$ cat src/rtl/tfc_ram.sv
// Generic single-port-write, single-read RAM with registered read.
// No dependencies.
`timescale 1ns / 1ps
module tfc_ram #(
    parameter int WIDTH = 16,
    parameter int DEPTH = 16
) (
    input  logic                     i_clk,
    input  logic                     i_we,
    input  logic [$clog2(DEPTH)-1:0] i_waddr,
    input  logic [WIDTH-1:0]         i_wdata,
    input  logic [$clog2(DEPTH)-1:0] i_raddr,
    output logic [WIDTH-1:0]         o_rdata
);
    logic [WIDTH-1:0] r_mem [DEPTH];
    always_ff @(posedge i_clk) begin
        if (i_we) r_mem[i_waddr] <= i_wdata;
        o_rdata <= r_mem[i_raddr];
    end
endmodule

$ cat config.mk
export PLATFORM = sky130hd
export DESIGN_NAME = tfc_ram
export DESIGN_NICKNAME = d
export VERILOG_FILES = /design/src/rtl/tfc_ram.sv
export SDC_FILE = /design/constraint.sdc
export NUM_CORES = 1
export LEC_CHECK = 0
export ABC_AREA = 1
export BUFFER_PORTS_ARGS = -buffer_cell sky130_fd_sc_hd__buf_2
export CAP_MARGIN = 20
export CORE_MARGIN = 2
export CORE_UTILIZATION = 35
export CTS_CLUSTER_DIAMETER = 150
export DETAILED_ROUTE_END_ITERATION = 10
export SLEW_MARGIN = 0
export SYNTH_ARGS = -nofsm -noshare
export SYNTH_HDL_FRONTEND = slang
export SYNTH_SLANG_ARGS = --single-unit
export TNS_END_PERCENT = 1
$ cat constraint.sdc
create_clock -name i_clk -period 1.9 [get_ports i_clk]
set_input_delay 0.38 -clock i_clk [delete_from_list [all_inputs] [get_ports i_clk]]
set_output_delay 0.38 -clock i_clk [all_outputs]
set_load 0.02 [all_outputs]
* Word-level counts from Yosys, hierarchy flattened *
Memories as Yosys holds them, arrays and structs flattened. A register that Yosys moved wholly into a read port is not among the register bits.
Cells that the tools add are included.

operators by class
  mux-type cells = 2

operators with widths
  cell    count
  $mux 1  2

word-level totals
  flip-flop bits (word level) = 0
  memory bits (writable) = 256
  input bits = 26
  output and inout port bits = 16
  word-level logic and storage cells = 3
  memories kept = 1

memory list
  name   depth  width  read ports  clocked after Yosys merged registers in  wr ports  line  text
  r_mem  16     16     1           1                                        1         15    logic [WIDTH-1:0] r_mem [DEPTH];

* Longest topological paths before layout *
Gate-level depths: netlist (run 1).

  depth after elaboration = 2
  depth in mapped cells = 9
  depth with buffers taken out = 7

* Worst setup path before layout (run 1) *
Ideal clock, no wire load.

  path kind = input port to flip-flop
  from = input port i_waddr[2]
  to = memory r_mem[10][0], enable pin
  library setup time = 0.388 ns
  arrival = 1.291 ns
  data required time = 1.512 ns
  path slack = 0.220 ns
  stages on the path = 2
  path buffers = 0
  cell sequence = nand3b_1 -> nor2_1

RTL lines
  what                line  text
  start: declaration  10    input logic [$clog2(DEPTH)-1:0] i_waddr,
  end: declaration    15

Straight into the memory's write port.

* Final worst setup path (run 1) *
  from = register o_rdata[7], read port of r_mem
  to = output port o_rdata[7]

RTL lines
  what                line  text
  start: declaration  13    output logic [WIDTH-1:0] o_rdata

No word-level cell between the ends.

==> results.md, run 1 <==
- Min Tclk post-route: roughly 1.5 ns
- Clock skew: slightly below 0.009 ns
- Largest net degree at the start of global routing: between 90 and 100
- Row cnt: 66
- Ant diodes: 0
- Initial drt markers: slightly below 600
- Cell accounting for the most synthesized area: edfxtp_1
- Worst R2R Start: r_mem[13][2]
- DRT antenna net count: 0
- Synth Net Count: 1100
- Post-CTS setup buffers: 0
- Most common cell in the netlist: nand2_1
- Worst setup path startpoint: o_rdata[7]
- Setup_tns: 0 ns
- CTS clk-pin slew, worst paths: around 0.06 ns
- Routed vias/inst: ~4.5
- Synth top area share: between 60 and 70%
- Vias in the first global route: just under 7000
- Post-CTS Resized: 0
- Ratio of cells with drive above 1 in the final layout: 12.1%
- Final Hold Violating Endpoints: 0
- Hold Buf Count CTS: 0
- Hold Crit Class: in2reg
- GRT overflow: 0
- H-tree depth: 1
- Gate Count Post-Synth: roughly 1100
- Root Driver: clkbuf_16
- HPWL Detailed: roughly 16000 µm
- DRC errors left: 0
- Die Wd: 184 µm
- Leak pwr: 5.59 nW
- Drt pass-1 iters: 5
- Largest cells by area after synthesis: edfxtp_1 (68%), nand2_1 (11%), nand3_1 (8.5%), inv_1 (6.5%), dfxtp_1 (2.8%)
- Port bufs: a little over 40
- Overall Global Routing Usage: about 16%
- Top_reg_cell synth: edfxtp_1
- Io pins: 42
- Maximum clock frequency: around 0.66 GHz
- Most frequent cells after synthesis: nand2_1 (341), edfxtp_1 (256), inv_1 (196)
- Die ar.: 34000 µm²
- First-pass GRT wire length: 41100 µm
- Maximum vdd drop: around 0.63 mV
- Nets: around 1200
- Synthesized flop and latch total: roughly 270
- Sequential area share after synthesis: between 70 and 80%
- Part of the cycle the worst path needs: 79.7%
- Crit path largest cell delay: around 0.4 ns
- Routed Wire Length: ~27000 µm
- Max Slew Vio Count: 0
- # fillers: between 3000 and 4000
- CP endpoint kind: output pin
- Crit path DAT: approximately 1.1 ns
- Initial core utilization: 35.2%
- Origin of the worst min-delay path: i_raddr[3]
- CTS buffer count: 27
- Cell Area, Synth: around 11000 µm²
- Slew Limit Headroom: about two thirds
- Slowest CP cell: dfxtp_1
- Req. time, crit path: roughly 1.5 ns
- Syn avg cell area: approximately 11 µm²
- Max Cap Violations: 0
- Antenna violations before repair: 1
- Ys async rst share: 0%
- Worst setup path class: reg2out
- Top Family by Delay on Critical Path: flip-flops
- Critical-path maximum fanout: 1
- DR vias: 7258
- Cell variety after synth: 13
- Yosys Warn Count: 0
- Post-synth EDFFs: about 260
- GP Congestion: 0.782
- RSZ-0062 raised after global routing: false
- CTS tree: built
- Clock sinks: 272
- Crit path buffers/inverters: 1
- Clock tree buffer depth: 3
- Final core utilization: 40.7%
- Critical path cell sequence: buf_2
- Worst skew pair latency: between 0.5 and 0.6 ns
- Worst slew pin tran: ~0.50 ns
- DR WL/cell: roughly 17 µm
- Power density over the cells: around 950 nW/µm²
- Placeable Area: 32300 µm²
- Die height: 184 µm
- Status: finished, final reports clean
- Setup crit start kind: flip-flop
- Final setup violation count: 0
- Layout Area Growth over Synthesis: 15.6%
[path summary, 6_finish.rpt]
| check | depth (start not counted) | end | slack (ns) |
|---|---|---|---|
| setup reg to reg | 6 | o_rdata[2] | 0.85 |
| hold / removal | 4 | o_rdata[7] | 0.21 |
| setup / recovery | 1 | o_rdata[7] | 0.39 |
| hold reg to reg | 6 | o_rdata[13] | 0.66 |
[through the flow]
| stage | hold slack [ns] | worst slack (ns) | std cells | total power, mW | instance area [µm²] |
|---|---|---|---|---|---|
| 6_report | 0.211 | 0.386 | 1599 | 12.5 | 13200 |
| 5_1_grt | 0.235 | 0.360 | 1599 | 13.0 | 13200 |
| 4_1_cts | 0.201 | 0.336 | 1599 | 12.6 | 13200 |
| 3_5_place_dp | 0.655 | 0.294 | 1550 | 7.74 | 12300 |
| 3_3_place_gp | 0.648 | 0.355 | 1550 | 7.72 | 12300 |
| 2_1_floorplan | 0.479 | 0.220 | 1074 | 7.37 | 11400 |
[power by group]
part | switching, mW | total [mW] | internal [mW]
Clock | 2.15 | 4.93 | 2.78
Sequential | 0.0445 | 6.75 | 6.70
Combinational | 0.602 | 0.855 | 0.252
[placed cells by master, fill, tap and decap left out, types with 2 or more instances in the layout]
cell       Yosys  layout
inv_1        196     196
nand3_1      193     193
clkbuf_1      10       7
clkbuf_16      0      27
dfxtp_1       16      16
clkinv_1       0       5
buf_2         19      40
buf_12         0      11
nand3b_1       2       2
edfxtp_1     256     256
nand2_1      341     341
nor2_2         0      16
buf_4         18      34
clkinv_2       0       7
[logic make-up (layout without fill, tap and decap cells)]
logic type	Yosys count	in the layout	share of synthesized area [%]
buffers and inverters	249	332	9.21
and+or+nand+nor	553	553	20.4
DFF	272	272	70.4
[routing by layer]
layer / wire [µm] / share of wire, % / vias up / GRT usage [%]
li1: - / - / 3592 / -
met1: 11900 / 44 / 3443 / 21.5
met2: 13000 / 49 / 191 / 27.5
met3: 1460 / 5.4 / 30 / 2.39
met4: 469 / 1.7 / 2 / 4.03
met5: 8 / 0.030 / - / 0
[sequential cells by signal (all words and copies together), names as in the netlist]
| name | cells |
|---|---|
| r_mem | 256 |
| o_rdata | 16 |
[area by class of cell]
cell class / count / area (µm²) / area share, %
Clock buffer: 35 / 716 / 5.44
Tap cell: 442 / 553 / 4.20
Clock inverter: 14 / 95.1 / 0.723
Multi-Input combinational cell: 553 / 2360 / 18.0
Timing Repair Buffer: 85 / 676 / 5.14
Inverter: 198 / 744 / 5.66
Sequential cell: 272 / 8010 / 60.9
Note: power is estimated with default switching activity, not from simulation.
==> run 2, diff against run 1 <==
==> constraint.sdc (replaced) <==
create_clock -name i_clk -period 1.3 [get_ports i_clk]
set_input_delay 0.26 -clock i_clk [delete_from_list [all_inputs] [get_ports i_clk]]
set_output_delay 0.26 -clock i_clk [all_outputs]
set_load 0.02 [all_outputs]
==> run 2 against run 1 <==
Sequential power increased by 46%; clock power increased by 84%; hold slack got worse by 0.069 ns; sequential share of layout area decreased by 2.8 points; final cell count increased by 0.88%; critical path depth unchanged; critical endpoint unchanged.
==> results.md, run 2 (synthesis results as in run 1) <==
- Status: finished, final reports clean
- Maximum clock frequency: between 0.7 and 0.8 GHz
- Hold Buf Count CTS: 0
- Vias in the first global route: between 7000 and 8000
- DR WL/cell: 16.9 µm
- Antenna violations before repair: 0
- CTS tree: built
- Row cnt: 66
- Power density over the cells: roughly 1500 nW/µm²
- Clock skew: between 0.006 and 0.007 ns
- Worst skew pair latency: 0.55 ns
- Critical-path maximum fanout: 1
- Biggest regs: r_mem (256), o_rdata (16)
- Met3 Usage GRT: 1.92%
- Final core utilization: between 40% and 50%
- Max reg flops: about 260
- Crit path buffers/inverters: 1
- Overall Global Routing Usage: 16.3%
- GR peak layer: met2
- Nets: around 1200
- Die height: approximately 180 µm
- GRT overflow: 0
- Final Worst Setup Slack: approximately 0.0084 ns
- Worst Setup Slack post-DPL: -0.126 ns
- RSZ-0062 raised after global routing: true
- Worst slew pin tran: about 0.44 ns
- Final setup violation count: 0
- CTS buffer count: 29
- Io pins: 42
- Layout Cell Area excl Fill: 13800 µm²
- Leak pwr: roughly 5.8 nW
- Global-route track usage on met2: 26.3%
- Hold Crit Class: in2reg
- Crit path largest cell delay: ~0.36 ns
- Placeable Area: around 32000 µm²
- Die Wd: approximately 180 µm
- DRC errors left: 0
- Port bufs: 41
- Tot Pwr: between 20 and 25 mW
- Max Slew Vio Count: 0
- Slowest CP cell: dfxtp_2
- DRT antenna net count: 0
- GR Util met1: roughly a quarter
- DR vias: 7423
- Initial core utilization: between 30% and 40%
- Part of the cycle the worst path needs: 99.4%
- Maximum vdd drop: slightly above 0.8 mV
- Req. time, crit path: 1.04 ns
- Top Family by Delay on Critical Path: flip-flops
- Worst setup path class: reg2out
- Ant diodes: 0
- GP Congestion: just over 0.8
- Commonest cells after routing, fill and taps aside: nand2_1 (341), edfxtp_1 (256), inv_1 (196)
- Routed Wire Length: ~27000 µm
- # fillers: around 3000
- Largest net degree at the start of global routing: 35
- Setup crit start kind: flip-flop
- Die ar.: 34000 µm²
- CP endpoint kind: output pin
- Largest Register: r_mem
- H-tree depth: 1
- Layout Area Growth over Synthesis: 21.2%
- Crit path DAT: 1.03 ns
- Routed vias/inst: between 4 and 5
- Initial drt markers: between 600 and 700
- Most common cell after layout, fill and taps aside: nand2_1
- Max Cap Violations: 0
- Slew Limit Headroom: between 70% and 80%
- Critical path cell sequence: buf_6
- First-pass GRT wire length: approximately 42000 µm
- Drt pass-1 iters: 5
- Min Tclk post-route: between 1 and 1.5 ns
- Placed inst area: 12700 µm²
- Ratio of cells with drive above 1 in the final layout: roughly 14%
- Root Driver: clkbuf_16
- Clock tree buffer depth: 3
- Final Hold Violating Endpoints: 0
- Clock sinks: approximately 270
- CTS clk-pin slew, worst paths: 0.06 ns
- HPWL Detailed: 17200 µm
run 2: final timing paths:
check                           slack, ns      endpoint  depth (start not counted)           from
worst max register to register       0.21    o_rdata[4]                          6    r_mem[8][4]
worst min-delay path                 0.14  r_mem[4][13]                          1    i_wdata[13]
worst min register to register       0.67   o_rdata[12]                          6  r_mem[14][12]
worst max-delay path                0.008    o_rdata[7]                          1     o_rdata[7]
run 2: layout make-up:
cell class / count / area (µm²) / share of cell area [%]
Clock inverter: 19 / 298 / 2.16
Clock buffer: 34 / 754 / 5.47
Sequential cell: 272 / 8020 / 58.1
Timing Repair Buffer: 95 / 1060 / 7.70
Multi-Input combinational cell: 553 / 2360 / 17.1
Tap cell: 442 / 553 / 4.01
Inverter: 198 / 746 / 5.41
run 2: power breakdown:
group          switching (mW)  internal, mW  total [mW]  leakage (nW)
logic                   0.945         0.496        1.44          2.89
registers              0.0654          9.81        9.87          2.45
clock network            3.35          5.71        9.07         0.507
total                    4.36          16.0        20.4          5.84
run 2: metrics by stage:
stage | hold slack (ns) | TNS [ns] | instances
2_1_floorplan | 0.359 | -38.41 | 1074
3_3_place_gp | 0.649 | -6.19 | 1560
3_5_place_dp | 0.665 | -7.04 | 1560
4_1_cts | 0.126 | -0.0119 | 1613
5_1_grt | 0.137 | -0.0359 | 1613
6_report | 0.142 | 0 | 1613
run 2: routing by layer:
layer | part of all wire [%] | routed length, µm
met5 | 0 | 0
met4 | 1.9 | 521
met2 | 47 | 12800
met1 | 46 | 12500
met3 | 5.1 | 1390
run 2: repair_timing:
item                       in CTS  in global routing
setup endpoints to repair       7                  8
gates cloned                    0                  0
pin swaps                       0                  0
resized for setup              16                  7
setup buffers                   0                  0
