[src/rtl/tfc_div.sv]
// Restoring divider, one quotient bit per cycle: 32-bit dividend / 17-bit divisor.
// Uses nothing from the package.
`timescale 1ns / 1ps
module tfc_div (
    input  logic        i_clk,
    input  logic        i_rst_n,
    input  logic        i_start,
    input  logic [31:0] i_num,
    input  logic [16:0] i_den,
    output logic        o_done,
    output logic [31:0] o_quo
);
    logic [31:0] r_q;
    logic [17:0] r_rem;
    logic [16:0] r_den;
    logic [5:0]  r_cnt;
    logic        r_busy;
    logic [17:0] w_sh;
    always_comb w_sh = {r_rem[16:0], r_q[31]};
    always_ff @(posedge i_clk) begin
        if (!i_rst_n) begin
            r_busy <= 1'b0;
            o_done <= 1'b0;
        end else begin
            o_done <= 1'b0;
            if (i_start) begin
                r_busy <= 1'b1;
                r_q    <= i_num;
                r_rem  <= '0;
                r_den  <= i_den;
                r_cnt  <= 6'd32;
            end else if (r_busy) begin
                if (w_sh >= {1'b0, r_den}) begin
                    r_rem <= w_sh - {1'b0, r_den};
                    r_q   <= {r_q[30:0], 1'b1};
                end else begin
                    r_rem <= w_sh;
                    r_q   <= {r_q[30:0], 1'b0};
                end
                r_cnt <= r_cnt - 6'd1;
                if (r_cnt == 6'd1) begin
                    r_busy <= 1'b0;
                    o_done <= 1'b1;
                end
            end
        end
    end
    assign o_quo = r_q;
endmodule

[config.mk]
export PLATFORM = sky130hd
export DESIGN_NAME = tfc_div
export DESIGN_NICKNAME = d
export VERILOG_FILES = /design/src/rtl/tfc_div.sv
export SDC_FILE = /design/constraint.sdc
export NUM_CORES = 1
export LEC_CHECK = 0
export ABC_CLOCK_PERIOD_IN_PS = 2600
export BUFFER_PORTS_ARGS = -buffer_cell sky130_fd_sc_hd__buf_4
export CORE_UTILIZATION = 35
export DETAILED_ROUTE_END_ITERATION = 6
export PLACE_DENSITY = 0.62
export REMOVE_ABC_BUFFERS = 1
export SLEW_MARGIN = 15
export SYNTH_ARGS = -nofsm -noshare
export SYNTH_HDL_FRONTEND = slang
export SYNTH_SLANG_ARGS = --single-unit
[constraint.sdc]
create_clock -name i_clk -period 2.6 [get_ports i_clk]
set_input_delay 0.13 -clock i_clk [delete_from_list [all_inputs] [get_ports i_clk]]
set_output_delay 0.13 -clock i_clk [all_outputs]
set_load 0.05 [all_outputs]
Word level (Yosys, flattened, before mapping):

Cells that the tools add are included.

* flip-flop bits (word level): 74
* output and inout port bits: 33

* add/subtract/negate cells: 2
* magnitude comparators: 1
* eq/ne operators: 1
* mux-type cells: 10
* bitwise gates (word level): 2
* reduce and logical (&&, ||, !) cells: 4

Operator list (count)
* two-way mux 32 bit: 2
* two-way mux 17 bit: 2
* greater-or-equal comparator 18 x 17 -> 1 bit: 1
* subtractor 17 bit: 1
* == test 6 x 1 -> 1 bit (second input constant): 1
* two-way mux 6 bit: 1
* subtractor 6 x 1 -> 6 bit (second input constant): 1
* two-way mux 1 bit: 5
* AND reduction 2 bit: 2
* OR reduction 3 bit: 1
* NOT 1 bit: 2
* nonzero test 2 bit: 1

Depth between registers and ports, before layout:

Gate-level depths: netlist of the first run.

* word-level depth: 4
* gate-level depth with buffers: 11

Worst setup path before layout of the first run:

OpenSTA, ideal clock, no wires.

* path kind: register to register
* start: reg r_q[31] (netlist: o_quo[31])
* end: reg r_rem[14] (data pin)
* setup time: 0.257 ns
* data arrival time: 2.462 ns
* slack: -0.118 ns
* stages on the path, launching flop included: 11
* buffers on the path: 0
* clock period less this slack: 2.718 ns
* path through: edfxtp_1 -> inv_1 -> ha_1 -> inv_1 -> fa_1 -> a21o_1 -> a31o_2 -> a21oi_1 -> a21oi_2 -> mux2i_1 -> a32o_1

* cells in the longest elaborated chain, start to end: 3
* elaborated cells between the ends (all ways): 4
* classes of those cells: add/sub (1); order compare (1); mux (2)

Ends and longest elaborated chain
* start, declared: line 13 `logic [31:0] r_q;`
* start signal, assigned: line 28 `r_q <= i_num;`
* start signal, assigned: line 35 `r_q <= {r_q[30:0], 1'b1};`
* start signal, assigned: line 38 `r_q <= {r_q[30:0], 1'b0};`
* subtractor 17 bit or greater-or-equal comparator 18 x 17 -> 1 bit (tied branches): line 34, 33
* two-way mux 17 bit (*): line 33 `if (w_sh >= {1'b0, r_den}) begin`
* two-way mux 17 bit (*): line 32 `end else if (r_busy) begin`
* end signal, assigned: line 34 `r_rem <= w_sh - {1'b0, r_den};`
* end signal, assigned: line 37 `r_rem <= w_sh;`
* end, declared: line 14 `logic [17:0] r_rem;`

Every way passes the cells marked *; elsewhere a longest branch is shown, timed or not. The select of a mux whose other input is x is not followed.
A chain may end at the register's enable or synchronous reset.

Final worst setup path of the first run:

* start: reg r_q[31] (netlist: o_quo[31])
* end: reg r_rem[15] (data pin)

The elaborated chain is that of the path after synthesis.

==> results of run 1 <==
## worst min path at each step
| stage | cells past startpoint | slack (ns) | endpoint |
|---|---|---|---|
| 5_1_grt | 3 | 0.05 | o_done |
| 3_3_place_gp | 1 | 0.31 | r_den[11] |
| 4_1_cts | 3 | 0.04 | o_done |
| 6_report | 3 | 0.05 | o_done |
| 2_1_floorplan | 1 | 0.21 | o_done |
| 3_5_place_dp | 1 | 0.31 | r_den[11] |
## critical path: cells and delay by family, from the launching register on
kind	cells	cell delay, ns
DFF	1	0.38
buffers and inverters	4	0.44
and+or+nand+nor	1	0.15
adders and majority gates	2	0.49
AOI/OAI and AO/OA	5	0.78
## registers in the layout (all words and copies together) (netlist names)
name,cells
r_cnt,6
o_quo,32
r_busy,1
r_rem,17
o_done,1
r_den,17
## power by group
part	switching, uW	internal, uW
logic	510	424
clock network	463	644
registers	47.8	1430
total	1020	2500
## cell usage after synthesis (all sizes together), types with 2 or more instances
library cell / instances
a21o: 6
and2: 2
mux2: 32
inv: 24
dfxtp: 2
a31oi: 2
xnor2: 10
nand3: 8
ha: 19
nor3: 7
mux2i: 8
a211o: 3
buf: 4
a21oi: 17
o31a: 2
a2111oi: 3
xor2: 2
clkbuf: 8
o21ai: 10
a211oi: 2
nand2: 24
nor2: 22
and3: 4
o31ai: 2
o21a: 6
nand2b: 2
edfxtp: 72
## layout make-up
| cell class | count | area (sq um) |
|---|---|---|
| multi-input cells | 213 | 1690 |
| inverters | 24 | 90.1 |
| flip-flops and latches | 74 | 2200 |
| clock inverters | 3 | 17.5 |
| repair buffers | 126 | 1000 |
| clock buffers | 13 | 240 |
| fillers | 975 | 5570 |
| well taps | 140 | 175 |
## layer usage
| layer | global-route usage (%) | up-vias | share of wire (%) |
|---|---|---|---|
| met5 | 0 | - | 0 |
| met4 | 7.82 | 0 | 2.2 |
| met3 | 4.60 | 14 | 6.3 |
| met2 | 25.2 | 89 | 46 |
| met1 | 20.6 | 1421 | 46 |
| li1 | - | 1463 | - |
## timing repair
| item | in CTS | in global routing |
|---|---|---|
| pin swaps | 0 | 3 |
| hold endpoints to repair | 17 | 0 |
| buffers inserted | 0 | 2 |
| hold buffers | 17 | 0 |
| endpoints found under the setup margin | 1 | 13 |
| gates resized for setup | 1 | 10 |
## through the flow
stage,setup TNS [ns],cells,setup WS (ns),area [sq um]
after global placement,0,558,0.0726,4930
after global routing,-0.0102,593,-0.0102,5410
final,0,593,0.106,5410
after floorplan,-0.943,311,-0.207,3940
after CTS,0,591,0.00470,5360
after detailed placement,0,558,0.0167,4930
## cell families after synthesis
group / after synthesis / share of synthesized area, %
adder cells (fa/ha/maj): 20 / 6.45
AND/OR/NAND/NOR: 76 / 9.27
AO/OA/AOI/OAI: 65 / 11.8
multiplexers: 40 / 11.0
buffers and inverters: 36 / 3.70
flip-flops: 74 / 55.1
XOR/XNOR: 12 / 2.63
==> impl_metrics.csv, run 1 <==
group,metric,value,unit
status,status,"finished clean",
critical_path,slowest_delay,0.38,ns
sta,hold_viol,0,
place,port_buffers,84,
routing,ant_nets,0,
grt,grt_start_max_net_pins,44,
critical_path,startpoint,"o_quo[31]",
synthesis,synthArstFlopShare,0,%
run,max-cap-violations,0,
power,powerDensity,650,nW/um^2
sta,setup_violations,0,
place,hpwl,6.14,mm
clock_tree,clk_latency,0.34,ns
sta,tightest_slew,0.423,ns
routing,firstDrtPassIters,4,
floorplan,die_area,11800,sq um
place,routabilityCongestion,0.814,
routing,drc,0,
floorplan,die_h,109,microns
clock_tree,clk_pin_slew,0.06,ns
clock_tree,cts_buffers,9,
layout,final_cell_mix,"buf_4, edfxtp_1, mux2_2, inv_1, nand2_1",
sta,fin_crit_sh,95.9,%
grt,overflow,0,
critical_path,endpoint,"r_rem[15]",
synthesis,netlist.area_leader.share,54.1,%
floorplan,initial_utilization,36.4,%
grt,track_usage,16.2,%
synthesis,synthFlopType,"edfxtp_1",
critical_path,crit_arrival,2.58,ns
clock_tree,cts_max_level,3,
power,p_total,3520,uW
synthesis,synth_edf_count,72,
grt,grt_pass1_vias,3101,
synthesis,synth_area_leaders,"edfxtp_1, mux2_2, ha_1, inv_1, xnor2_1",
sta,fin_skew,0.00663,ns
critical_path,reg2reg_to,"r_rem[15]",
clock_tree,cts_tree,"done",
critical_path,r2r-start,"o_quo[31]",
critical_path,criticalPathCategory,"reg -> reg",
routing,wirelength,8.66,mm
routing,vias,2987,
critical_path,worst_setup_path_start_kind,"register",
grt,grt_pass1_wl,14.6,mm
hold_path,min_from,"i_rst_n",
floorplan,core.rowCount,38,
power,peakVddDrop,366,uV
layout,n_antenna_cell,0,
synthesis,synth_top_area_cell,"edfxtp_1",
synthesis,ys_ff_latch,74,
sta,slew_violations,0,
layout,syn_to_final_growth,35.5,%
critical_path,critPathMaxFanout,7,
critical_path,cp-end-kind,"register",
critical_path,crit_slowest_cell,"edfxtp_1",
layout,nNetsFinal,520,
floorplan,io_pins,85,
critical_path,crit_required,2.69,ns
sta,layout_min_cycle_time,2.49,ns
grt,antenna_found_initial,0,
floorplan,dieWidth,109,microns
sta,slew_headroom,71.8,%
clock_tree,cts_buffer_depth,2,
layout,layout_commonest_cell,"buf_4",
synthesis,syn-instance-count,323,
synthesis,synth_seq_area_share,55.1,%
floorplan,coreArea,11000,sq um
critical_path,r2r_slack,0.11,ns
synthesis,avgSynthCellArea,12.4,sq um
synthesis,ys_warn_count,0,
critical_path,path_cells,"inv_1 > ha_1 > inv_1 > fa_2 > a21o_1 > a41o_1 > nor2_2 > o21ai_2 > buf_4 > buf_4 > o21a_1 > o31a_1",
sta,timing.hold.ws,0.0489,ns
critical_path,rr_worst_depth,12,
routing,post_drt_wl_per_cell,14.6,microns
synthesis,synth_area,4000,sq um
clock_tree,root_buffer,"clkbuf_16",
layout,drive_above_1_share,37.5,%
power,p_leak,0.00225,uW
layout,final_util,49.3,%
routing,viasPerCell,5.04,
hold_path,hold_class,"in -> reg",
clock_tree,cts.sinks,74,
synthesis,synthDistinctLibCells,54,
sta,max_clock_freq,0.401,GHz
routing,drt_iter0_drc,124,
Power figures use the tool's default switching activity.
==> inputs of run 2 (changes only) <==
==> constraint.sdc (replaced) <==
create_clock -name i_clk -period 2.6 [get_ports i_clk]
set_input_delay 0 -clock i_clk [delete_from_list [all_inputs] [get_ports i_clk]]
set_output_delay 0 -clock i_clk [all_outputs]
set_load 0.05 [all_outputs]
==> impl_metrics.csv, run 2 (synthesized netlist as in run 1, its figures left out) <==
group,metric,value,unit
clock_tree,clk_pin_slew,0.06,ns
status,status,"finished clean",
sta,tightest_slew,0.414,ns
critical_path,r2r_slack,0.12,ns
place,hpwl,6.14,mm
layout,instances_no_fill,625,
sta,timing.hold.ws,0.141,ns
routing,drc,0,
sta,fin_skew,0.00710,ns
power,powerDensity,621,nW/um^2
grt,grt_pass1_vias,3272,
layout,regArea,2200,sq um
clock_tree,cts_max_level,3,
place,routabilityCongestion,0.814,
routing,post_drt_wl_per_cell,14.8,microns
routing,vias,3107,
critical_path,crit_arrival,2.57,ns
hold_path,hold_class,"in -> reg",
power,seqPwrFrac,41.5,%
critical_path,cp-end-kind,"register",
routing,ant_nets,0,
layout,n_antenna_cell,0,
layout,layout_commonest_cell,"buf_4",
critical_path,critPathTopFamily,"compound AO/OA/AOI/OAI gates",
power,peakVddDrop,360,uV
sta,setup_violations,0,
place,place_area,4930,sq um
floorplan,core.rowCount,38,
power,pwr-share-clk,31.2,%
critical_path,criticalPathCategory,"reg -> reg",
critical_path,slowest_delay,0.38,ns
grt,overflow,0,
power,comb_power_share,27.3,%
clock_tree,root_buffer,"clkbuf_16",
floorplan,coreArea,11000,sq um
floorplan,dieWidth,109,microns
layout,stdcell_area,5730,sq um
floorplan,io_pins,85,
critical_path,crit_slowest_cell,"edfxtp_1",
critical_path,critPathMaxFanout,7,
routing,viasPerCell,4.97,
place,place_ws,0.0167,ns
layout,final_cell_mix,"buf_4, edfxtp_1, dlygate4sd3_1, mux2_2, inv_1",
clock_tree,cts.sinks,74,
sta,layout_setup_ws,0.122,ns
layout,nNetsFinal,552,
layout,syn_to_final_growth,43.5,%
sta,hold_viol,0,
grt,grt_start_max_net_pins,44,
floorplan,die_h,109,microns
routing,drt_iter0_drc,120,
place,port_buffers,84,
layout,final_util,52.2,%
clock_tree,cts_buffer_depth,2,
floorplan,die_area,11800,sq um
critical_path,path_cells,"inv_1 > ha_1 > inv_1 > fa_2 > a21o_1 > a41o_1 > nor2_2 > o21ai_2 > buf_4 > buf_4 > o21a_1 > o31a_1",
power,p_int,2530,uW
clock_tree,cts_buffers,9,
sta,slew_violations,0,
layout,multi_input_area,1690,sq um
sta,slew_headroom,72.4,%
layout,drive_above_1_share,34.8,%
layout,largest_register_ffs,32,
power,p_switching,1030,uW
grt,grt_pass1_wl,15.5,mm
clock_tree,cts_tree,"done",
grt,track_usage,17.1,%
grt,antenna_found_initial,0,
critical_path,crit_required,2.69,ns
routing,firstDrtPassIters,4,
place,place_inst,558,
critical_path,worst_setup_path_start_kind,"register",
routing,wirelength,9.28,mm
sta,max_clock_freq,0.403,GHz
clock_tree,clk_latency,0.34,ns
sta,layout_min_cycle_time,2.48,ns
critical_path,path_buf_inv,4,
run,max-cap-violations,0,
power,swShare,29.0,%
layout,fill_cells,935,
floorplan,initial_utilization,36.4,%
sta,fin_crit_sh,95.3,%
power,p_leak,0.00238,uW
run 2: cell count changes in the layout (fill, tap and decap cells not counted):
| cell | delta |
|---|---|
| buf_4 | -1 |
| dlygate4sd3_1 | +33 |
run 2: worst paths after layout:
path                            startpoint        end  depth (start not counted)
worst max-delay path             o_quo[31]  r_rem[15]                         12
worst min register to register      r_busy     o_done                          2
worst max register to register   o_quo[31]  r_rem[15]                         12
worst min-delay path               i_start   r_cnt[1]                          2
run 2: per-layer routing:
layer  global-route usage [%]  part of all wire [%]
met3                     4.60                   5.4
met4                     7.82                   2.1
met2                     28.1                    48
met1                     21.1                    45
met5                        0                     0
run 2: worst register-to-register path, stage by stage, from the launching register on:
cell and delay [ns]:
edfxtp_1 0.38, inv_1 0.07, ha_1 0.15, inv_1 0.06
fa_2 0.34, a21o_1 0.19, a41o_1 0.25, nor2_2 0.15
o21ai_2 0.08, buf_4 0.17, buf_4 0.14, o21a_1 0.16
o31a_1 0.10
run 2: cell type report:
| type | count | area share, % |
|---|---|---|
| repair buffers | 158 | 23.1 |
| clock buffers | 13 | 4.19 |
| clock inverters | 3 | 0.305 |
| inverters | 24 | 1.57 |
| multi-input cells | 213 | 29.4 |
| flip-flops and latches | 74 | 38.4 |
| well taps | 140 | 3.05 |
run 2: power groups by stage:
stage | sequential (uW) | clock, uW | combinational (uW)
after floorplan | 1600 | 0 | 472
after global placement | 1500 | 0 | 873
after detailed placement | 1500 | 0 | 887
after CTS | 1480 | 1140 | 953
after global routing | 1490 | 1190 | 1070
final | 1480 | 1110 | 973
run 2: per-stage QoR:
| step | power, uW | TNS (ns) |
|---|---|---|
| global placement | 2370 | 0 |
| CTS | 3570 | 0 |
| global route | 3740 | -0.0105 |
| floorplan | 2070 | -0.943 |
| finish | 3560 | 0 |
| detailed placement | 2390 | 0 |
run 2: what timing repair did:
action | 4_1_cts | 5_1_grt
hold buffers | 50 | 0
pin swaps | 0 | 3
endpoints found under the setup margin | 1 | 12
gates resized for setup | 1 | 10
setup buffers | 0 | 1
endpoints found under the hold margin | 50 | 0
gates cloned | 0 | 0
